`src/gfir_pkg.sv`:
```
`default_nettype none
package gfir_pkg;

  localparam int SAMPLE_W  = 16;
  localparam int COEF_W    = 16;
  localparam int MAX_TAPS  = 8;
  localparam int NUM_COEF  = 8;
  localparam int PROD_W    = SAMPLE_W + COEF_W + 1;
  localparam int PAIR_W    = PROD_W + 1;
  localparam int ACC_W     = PROD_W + 3;
  localparam int QBITS     = 15;
  localparam int SHIFT_W   = ACC_W - QBITS;
  localparam int APB_ADDR_W = 5;
  localparam int APB_DATA_W = 32;

  typedef logic signed [SAMPLE_W-1:0] sample_t;
  typedef logic        [COEF_W-1:0]   coef_t;
  typedef logic signed [PROD_W-1:0]   prod_t;
  typedef logic signed [PAIR_W-1:0]   pair_t;
  typedef logic signed [ACC_W-1:0]    acc_t;
  typedef logic signed [SHIFT_W-1:0]  shift_t;

  typedef logic [$clog2(NUM_COEF)-1:0] reg_idx_t;

  localparam acc_t    ROUND_HALF = acc_t'(1) <<< (QBITS - 1);
  localparam shift_t  SAT_MAX    = shift_t'(32767);
  localparam shift_t  SAT_MIN    = -shift_t'(32768);
  localparam coef_t   COEF_RESET = coef_t'(4096);

  typedef struct packed {
    logic valid;
  } hs_t;

endpackage
`default_nettype wire

```
`src/gfir_regs.sv`:
```
`default_nettype none
module gfir_regs #(
  parameter int TAPS = 8
) (
  input  wire                              clk,
  input  wire                              rst_n,
  input  wire                              psel,
  input  wire                              penable,
  input  wire                              pwrite,
  input  wire  [gfir_pkg::APB_ADDR_W-1:0]  paddr,
  input  wire  [gfir_pkg::APB_DATA_W-1:0]  pwdata,
  output logic [gfir_pkg::APB_DATA_W-1:0]  prdata,
  output logic                             pready,
  output gfir_pkg::coef_t [TAPS-1:0]       coefs
);

  gfir_pkg::coef_t [gfir_pkg::NUM_COEF-1:0] coef_r;
  gfir_pkg::reg_idx_t                       idx;
  logic                                     wr_en;

  assign idx    = paddr[gfir_pkg::APB_ADDR_W-1:2];
  assign pready = 1'b1;
  assign wr_en  = psel && penable && pwrite && pready;
  assign prdata = {{(gfir_pkg::APB_DATA_W-gfir_pkg::COEF_W){1'b0}}, coef_r[idx]};

  always_ff @(posedge clk) begin
    if (!rst_n) begin
      for (int i = 0; i < gfir_pkg::NUM_COEF; i++) begin
        coef_r[i] <= gfir_pkg::COEF_RESET;
      end
    end else if (wr_en) begin
      coef_r[idx] <= pwdata[gfir_pkg::COEF_W-1:0];
    end
  end

  assign coefs = coef_r[TAPS-1:0];

endmodule
`default_nettype wire

```
`config.mk`:
```
export PLATFORM = sky130hd
export DESIGN_NAME = gfir_regs
export DESIGN_NICKNAME = d
export VERILOG_FILES = /design/src/gfir_pkg.sv /design/src/gfir_regs.sv
export SDC_FILE = /design/constraint.sdc
export NUM_CORES = 1
export LEC_CHECK = 0
export ABC_AREA = 1
export BUFFER_PORTS_ARGS = -buffer_cell sky130_fd_sc_hd__buf_2
export CAP_MARGIN = 20
export CORE_MARGIN = 1
export CORE_UTILIZATION = 50
export CTS_CLUSTER_DIAMETER = 80
export CTS_CLUSTER_SIZE = 16
export DETAILED_ROUTE_END_ITERATION = 16
export PLACE_DENSITY = 0.75
export REMOVE_ABC_BUFFERS = 1
export SLEW_MARGIN = 40
export SYNTH_ARGS = -nofsm -noshare
export SYNTH_HDL_FRONTEND = slang
export SYNTH_SLANG_ARGS = --single-unit
```
`constraint.sdc`:
```
create_clock -name clk -period 1.8 [get_ports clk]
set_input_delay 0.27 -clock clk [delete_from_list [all_inputs] [get_ports clk]]
set_output_delay 0.27 -clock clk [all_outputs]
set_load 0.03 [all_outputs]
```
==> impl_results.md <==
* First-pass GRT wire length at 30,900 µm
* Max-cap violations at 0
* Syn avg cell area at 5.99 µm²
* DRT iter0 DRCs at 590
* Max reg flops at 128
* Post-Route WL at 19,400 µm
* Post-synthesis cell count at 1,097
* CP most frequent cell: nand2_1
* H-tree Lvls at 4
* Worst-path clk slew at around 0.050 ns
* Post-layout nets at 1,293
* Tmin final at 1.68 ns
* Max Fclk at 596 MHz
* Initial antenna violation count at 0
* Setup-failing EPs final at 0
* Final Hold Viols at 0
* P&R area growth vs syn at 24.2%
* Post-cts resize count at 0
* Pin count of the biggest net entering global routing at 65
* Fillcell total at around 1,200
* Mapped Area at roughly 6600 µm²
* CP required at 1.53 ns
* GRT Residual Overflow at 0
* Drt via density at 4.87
* Hold Buf Count CTS at 0
* Reg-to-reg slack, setup at 1.17 ns
* Buffers on Ports at ~170
* DRT antenna net count at 0
* Peak supply drop at between 0.5 and 0.6 mV
* Power per cell area at 864 nW/µm²
* Hold slack final at 0.200 ns
* Die area at 13,600 µm²
* CTS Buffer Depth at 2
* Crit start category: register
* Synth unique cells at 16
* WHS Endpoint: coefs[28]$_SDFFE_PN1P_
* GPL Wtd Cong at 0.817
* CP max stage cell: dfxtp_1
* Total power at 7.05 mW
* CTS Buf Count at 17
* CTS tree: built
* I/O Pins at about 200
* Total core area at around 13,000 µm²
* Initial Utilization at between 50% and 60%
* Via Count at 6,994
* Crit path largest cell delay at 0.39 ns
* # diodes at 0
* Dominant cells by area after synthesis: dfxtp_1 (39%), nand2_1 (29%), nor2_1 (14%)
* Synth area leader: dfxtp_1
* # DRC at 0
* Crit path DAT at 1.41 ns
* Register area share after synthesis at 39.0%
* Status: finished, final reports clean
* Clk_skew at 0 ns
* Die H at approximately 120 µm
* Critical path class: register to output pin
* RSZ-0062 raised after global routing: false
* HPWL Detailed at about 13,000 µm
* Die X-Extent at 117 µm
* # clock sinks at about 130
* Root Buffer: clkbuf_16
* WHS Path Cells at 3
* Reg2Reg Depth at 2
* Vias in the first global route at ~6,200
* Skew-Pair Late Insertion Delay at 0.42 ns
* Slew Limit Fails at 0
* Critical path endpoint category: output pin
* Synth warn at 0
* Hold Path Class: primary input to register
* Layout cells sized above 1 at 19.9%
* Post-DR wirelength/cell at 13.5 µm
* Leak pwr at 4.33 nW
* DR pass1 iterations at 5
* #FFs+latches synth at about 130
* Hold path startpoint: pwdata[12]
* Rows at 41
* CP max FO at 3
* R2r endpoint: coefs[12]$_SDFFE_PN1P_
* Total track usage at between 20% and 30%
* Period utilization at 93.2%
* Synth top area share at between 30% and 40%
* Worst r2r src: coefs[12]$_SDFFE_PN1P_
* Post-CTS Setup Inserts at 0
* CP Cell Sequence: nand2_1 -> nand2_1 -> nand2_1 -> nand2_1 -> nand2_1 -> nand2_1 -> buf_2
[cells in the mapped netlist]
library cell and instances:
nand2_1 516, nor2_1 246, dfxtp_1 128, nand3_1 74, buf_4 44, buf_2 18
inv_1 16, clkbuf_1 12, buf_1 11, nor2_2 8, o21ai_0 7, inv_2 4
nand4_1 4, nor2_4 4, nand3_2 3, conb_1 2
[layout by cell type, fill, tap and decap left out]
| cell | instances |
|---|---|
| nand3_2 | 3 |
| nand3_1 | 74 |
| nand2_1 | 516 |
| buf_12 | 9 |
| nor2_2 | 9 |
| buf_2 | 166 |
| clkinv_2 | 3 |
| bufinv_16 | 2 |
| conb_1 | 17 |
| clkbuf_16 | 17 |
| inv_2 | 4 |
| buf_4 | 30 |
| inv_1 | 16 |
| nor2_4 | 4 |
| clkbuf_1 | 5 |
| nand4_1 | 4 |
| o21ai_0 | 7 |
| nor2_1 | 245 |
| dfxtp_1 | 128 |
| clkbuf_8 | 5 |
[routing by layer]
| metal | track usage (%) | vias up | wire length, µm |
|---|---|---|---|
| met5 | 0 | - | 0 |
| met4 | 12.3 | 0 | 365 |
| met3 | 6.85 | 28 | 1480 |
| met2 | 49.1 | 275 | 9120 |
| met1 | 37.5 | 3085 | 8400 |
| li1 | - | 3606 | - |
[cell type report]
cell class	instances	area [µm²]	area share [%]
Timing Repair Buffer	205	1240	15.2
Clock buffer	27	513	6.29
Tap cell	172	215	2.64
Inverter	20	75.1	0.920
Clock inverter	5	75.1	0.920
Multi-Input combinational cell	879	3480	42.7
Sequential cell	128	2560	31.4
[metrics by stage]
stage	setup WS (ns)	TNS, ns	cell area [µm²]	util, %	instances
after floorplan	-0.193	-4.97	6120	-	1027
after global placement	0.195	0	7570	59.5	1404
after detailed placement	0.186	0	7570	59.5	1404
after CTS	0.109	0	8160	64.1	1436
after global routing	0.00556	0	8160	64.1	1436
final	0.123	0	8160	64.1	1436
[critical path: cells and delay by family (launching register included)]
family	cells	cell delay, ns
and+or+nand+nor	6	0.40
buffers and inverters	1	0.20
DFF	1	0.39
[logic make-up (layout without fill, tap and decap cells)]
kind of cell	after synthesis	count (layout)	synth area share, %
buffers and inverters	105	257	8.86
AOI/OAI and AO/OA	7	7	0.533
and+or+nand+nor	855	855	51.5
other	2	17	0.114
DFF	128	128	39.0
[power by group]
group	internal [mW]	switching (mW)	total, mW	leakage [nW]
clock	2.22	1.21	3.42	0.291
sequential	2.87	0.0287	2.90	1.03
combinational	0.197	0.527	0.724	3.00
total	5.29	1.76	7.05	4.33
[worst max-delay path by stage]
stage | from | endpoint | slack, ns | cells after the start
after floorplan | paddr[3] | coefs[80]$_SDFFE_PN0P_ | -0.19 | 6
after global placement | paddr[2] | prdata[1] | 0.20 | 10
after detailed placement | paddr[4] | coefs[45]$_SDFFE_PN0P_ | 0.19 | 7
after CTS | coefs[39]$_SDFFE_PN0P_ | prdata[7] | 0.11 | 7
after global routing | coefs[39]$_SDFFE_PN0P_ | prdata[7] | 0.006 | 7
final | coefs[1]$_SDFFE_PN0P_ | prdata[1] | 0.12 | 7
No activity file was read; power rests on OpenSTA's default activity.
