## src/gfir_pkg.sv

```systemverilog
`default_nettype none
package gfir_pkg;

  localparam int SAMPLE_W  = 16;
  localparam int COEF_W    = 16;
  localparam int MAX_TAPS  = 8;
  localparam int NUM_COEF  = 8;
  localparam int PROD_W    = SAMPLE_W + COEF_W + 1;
  localparam int PAIR_W    = PROD_W + 1;
  localparam int ACC_W     = PROD_W + 3;
  localparam int QBITS     = 15;
  localparam int SHIFT_W   = ACC_W - QBITS;
  localparam int APB_ADDR_W = 5;
  localparam int APB_DATA_W = 32;

  typedef logic signed [SAMPLE_W-1:0] sample_t;
  typedef logic        [COEF_W-1:0]   coef_t;
  typedef logic signed [PROD_W-1:0]   prod_t;
  typedef logic signed [PAIR_W-1:0]   pair_t;
  typedef logic signed [ACC_W-1:0]    acc_t;
  typedef logic signed [SHIFT_W-1:0]  shift_t;

  typedef logic [$clog2(NUM_COEF)-1:0] reg_idx_t;

  localparam acc_t    ROUND_HALF = acc_t'(1) <<< (QBITS - 1);
  localparam shift_t  SAT_MAX    = shift_t'(32767);
  localparam shift_t  SAT_MIN    = -shift_t'(32768);
  localparam coef_t   COEF_RESET = coef_t'(4096);

  typedef struct packed {
    logic valid;
  } hs_t;

endpackage
`default_nettype wire

```

## src/gfir_sum.sv

```systemverilog
`default_nettype none
module gfir_sum #(
  parameter int TAPS = 8
) (
  input  wire                              clk,
  input  wire                              rst_n,
  input  gfir_pkg::hs_t                    hs_up,
  output logic                             up_ready,
  input  gfir_pkg::prod_t [TAPS-1:0]       prods,
  output logic                             out_valid,
  input  wire                              out_ready,
  output gfir_pkg::sample_t                result
);

  localparam int NPAIR = gfir_pkg::MAX_TAPS / 2;

  gfir_pkg::prod_t   [gfir_pkg::MAX_TAPS-1:0] pad;
  gfir_pkg::pair_t   [NPAIR-1:0]              pair_r;
  gfir_pkg::acc_t                             tot_r;
  gfir_pkg::acc_t                             tot_nxt;
  gfir_pkg::acc_t                             rnd;
  gfir_pkg::shift_t                           shf;
  gfir_pkg::sample_t                          res_r;
  gfir_pkg::sample_t                          res_nxt;
  logic                                       v3_r;
  logic                                       v4_r;
  logic                                       v5_r;
  logic                                       adv3;
  logic                                       adv4;
  logic                                       adv5;

  for (genvar j = 0; j < gfir_pkg::MAX_TAPS; j++) begin : g_pad
    if (j < TAPS) begin : g_tap
      assign pad[j] = prods[j];
    end else begin : g_zero
      assign pad[j] = '0;
    end
  end

  assign adv5     = !v5_r || out_ready;
  assign adv4     = !v4_r || adv5;
  assign adv3     = !v3_r || adv4;
  assign up_ready = adv3;

  always_ff @(posedge clk) begin
    if (!rst_n) begin
      v3_r <= 1'b0;
      v4_r <= 1'b0;
      v5_r <= 1'b0;
    end else begin
      if (adv3) v3_r <= hs_up.valid;
      if (adv4) v4_r <= v3_r;
      if (adv5) v5_r <= v4_r;
    end
  end

  always_ff @(posedge clk) begin
    if (adv3 && hs_up.valid) begin
      for (int p = 0; p < NPAIR; p++) begin
        pair_r[p] <= gfir_pkg::pair_t'(pad[2*p]) + gfir_pkg::pair_t'(pad[2*p+1]);
      end
    end
  end

  always_comb begin
    tot_nxt = '0;
    for (int p = 0; p < NPAIR; p++) begin
      tot_nxt = tot_nxt + gfir_pkg::acc_t'(pair_r[p]);
    end
  end

  always_ff @(posedge clk) begin
    if (adv4 && v3_r) begin
      tot_r <= tot_nxt;
    end
  end

  // round half up, then saturate
  assign rnd = tot_r + gfir_pkg::ROUND_HALF;
  assign shf = rnd[gfir_pkg::ACC_W-1:gfir_pkg::QBITS];

  always_comb begin
    priority if (shf > gfir_pkg::SAT_MAX) begin
      res_nxt = gfir_pkg::sample_t'(gfir_pkg::SAT_MAX);
    end else if (shf < gfir_pkg::SAT_MIN) begin
      res_nxt = gfir_pkg::sample_t'(gfir_pkg::SAT_MIN);
    end else begin
      res_nxt = shf[gfir_pkg::SAMPLE_W-1:0];
    end
  end

  always_ff @(posedge clk) begin
    if (adv5 && v4_r) begin
      res_r <= res_nxt;
    end
  end

  assign out_valid = v5_r;
  assign result    = res_r;

endmodule
`default_nettype wire

```

## config.mk

```make
export PLATFORM = sky130hd
export DESIGN_NAME = gfir_sum
export DESIGN_NICKNAME = d
export VERILOG_FILES = /design/src/gfir_pkg.sv /design/src/gfir_sum.sv
export SDC_FILE = /design/constraint.sdc
export NUM_CORES = 1
export LEC_CHECK = 0
export BUFFER_PORTS_ARGS = -buffer_cell sky130_fd_sc_hd__buf_4
export CORE_ASPECT_RATIO = 0.8
export CORE_UTILIZATION = 40
export CTS_BUF_LIST = sky130_fd_sc_hd__clkbuf_16
export DETAILED_ROUTE_END_ITERATION = 8
export SLEW_MARGIN = 20
export SYNTH_ARGS = -nofsm -noshare
export SYNTH_HDL_FRONTEND = slang
export SYNTH_SLANG_ARGS = --single-unit
```

## constraint.sdc

```tcl
create_clock -name clk -period 15 [get_ports clk]
set_input_delay 2.25 -clock clk [delete_from_list [all_inputs] [get_ports clk]]
set_output_delay 2.25 -clock clk [all_outputs]
set_load 0.02 [all_outputs]
```

==> out/metrics.cfg <==
[clock_tree]
numCtsBuffers = 17
post-cts-setup-buffers = 0
root_buffer = clkbuf_16
clock-sinks = 177
cts_tree = done
cts.repair.resized = 0
path_clk_slew_ps = 60
h-tree-depth = 4
cts_hold_buf = 0
cts_buffer_depth = 2
insertion_delay_ps = 440

[layout]
instances_no_fill = 2434
nNetsFinal = 2398
multi_input_area_mm2 = 0.009473
area_growth_pct = 21.03
drive_gt1_frac = 0.1811
ff_latch_area_mm2 = 0.005285
fillerInstances = 3585

[synth]
yosys-top-cells-area = edfxtp_1 (33%), ha_1 (13%), fa_1 (9.2%)
synth-seq-area-share = 0.3359
yosysWarnings = 0
syn_area_mm2 = 0.01573
yosysMostFrequentCell = inv_1
ys_ff_latch = 177
ys_async_sr_fraction = 0
yosysTopAreaCell = edfxtp_1
synth_top_area_share = 0.3321
synth_cell_types = 82
synthTopCellsByCount = inv_1 (242), edfxtp_1 (174), ha_1 (166)
avgSynthCellArea_um2 = 9.808
synth-main-ff-cell = edfxtp_1
syn_nets = 2110
synth_edf_count = 174
syn_inst = 1604

[critical_path]
setup.worst_path.start = out_ready
r2r_cells = 14
worstPathRequired_ps = 12750
critical_path_class = in2out
rrSetupSlack_ps = 10690
crit_arrival_ps = 3180
critPathLaunchType = input port
reg2reg_to = tot_r[33]
worstSetupEndpointType = output port
cp_max_fo = 6
crit_path_end = up_ready
timing.rr.start = pair_r[74]

[timing]
final_hold_viol_count = 0
fin_setup_tns_ps = 0
finClkSkew_ps = 13.47
period_minus_slack_ps = 5427
clock.fmax_mhz = 184.3
whs_ps = 586.5
fin_crit_sh = 0.3618
slew_violations = 0
worst_pin_slew_ps = 998.7
rsz0062_at_grt = no
setup_violations = 0
slew_headroom = 0.3342

[floorplanning]
placementRows = 64
die_h_um = 179.4
die_area_mm2 = 0.04013
die_w_um = 223.7
core_region_area_mm2 = 0.03852
io_pins = 286
start_util = 0.4085

[pwr]
pwr-share-comb = 0.529
leakage_nw = 8.734
p_clk_frac = 0.166
ir_drop_mv = 0.09936
seqPwrFrac = 0.305
p_sw_w = 0.001014
power.internal_w = 0.001552
cellPowerDensity_mw_per_mm2 = 134.8
swShare = 0.3951
fin_total_pwr_w = 0.002566

[route]
vias = 12340
ant_nets = 0
drt_iter0_markers = 924
dr.pass1.iters = 5
wirelength_um = 40920
drt-wirelength-per-cell_um = 16.81
routed_via_density = 5.069
drc_errors = 0

[global_route]
grt_max_degree = 81
grt_overflow_total = 0
grt_pass1_vias = 12090
grt_antenna_before_repair = 1
grt_pass1_wl_um = 64060
grt_usage = 0.2075

[outcome]
status = finished clean

[placement]
dp_cells = 2401
globalplace.congestion = 0.9065
hpwl_um = 34510
portBuffers = 285

[worst_hold_path]
min_path_type = reg2reg
min_from = v3_r

[run]
maxCapViolCount = 0

stage by stage:
stage	instance area, um2	worst slack (ps)	util
final	19040	9573	0.4943
after global placement	18490	9662	0.4800
after floorplan	15730	5158	-
after global routing	19040	9531	0.4943
after CTS	19040	9573	0.4943
after detailed placement	18490	9578	0.4800
worst min-delay path by stage:
stage,slack (ps),end,depth (start not counted)
finish,590,v4_r,2
global route,640,out_valid,1
CTS,590,v4_r,2
detailed placement,580,v4_r,2
global placement,560,v4_r,2
floorplan,500,v4_r,2
state kept, by name, summed over array words and instances, names as in the netlist:
register / cells
out_valid: 1
pair_r: 136
result: 16
tot_r: 22
v3_r: 1
v4_r: 1
worst max-delay path, stage by stage:
cell     delay, ps
buf_4          100
nor2b_1        450
nand3_1        180
buf_4          190
cell type report:
type                    count  area share
clock inverters            15    0.006505
clock buffers              17     0.02234
inverters                 242     0.04771
diodes                      1   0.0001314
multi-input cells        1166      0.4975
well taps                 528     0.03470
flip-flops and latches    177      0.2776
repair buffers            288      0.1135
power groups by stage:
stage / Combinational, W / Clock, W / Sequential [W]
after floorplan: 0.00100 / 0 / 0.000785
after global placement: 0.00133 / 0 / 0.000790
after detailed placement: 0.00136 / 0 / 0.000793
after CTS: 0.00137 / 0.000438 / 0.000783
after global routing: 0.00154 / 0.000457 / 0.000795
final: 0.00136 / 0.000427 / 0.000783
routing by layer:
metal,vias to the layer above,wire [um],global-route usage
met5,-,0,0
met4,0,577,0.04937
met3,33,1941,0.03098
met2,322,17680,0.3191
met1,5694,20720,0.3064
li1,6289,-,-
cells in the final DEF (no fill, tap or decap), types with 18 or more instances in the layout:
cell,count
o21bai_1,26
edfxtp_1,174
nand2_1,70
nor2b_1,25
nand3_1,37
nor3_1,18
a21oi_1,116
o21ai_0,81
nor2_1,95
o21a_1,21
xnor2_1,98
ha_1,166
buf_4,288
a21o_1,65
inv_1,243
fa_1,72
xor2_1,47
logic make-up after synthesis:
group,Yosys count,share of synthesized area
buf+inv,261,0.06330
compound gates,438,0.1855
fa+ha+maj,238,0.2236
simple gates,342,0.1088
mux,3,0.002068
flops,177,0.3359
xor+xnor,145,0.08072
Power figures use the tool's default switching activity.
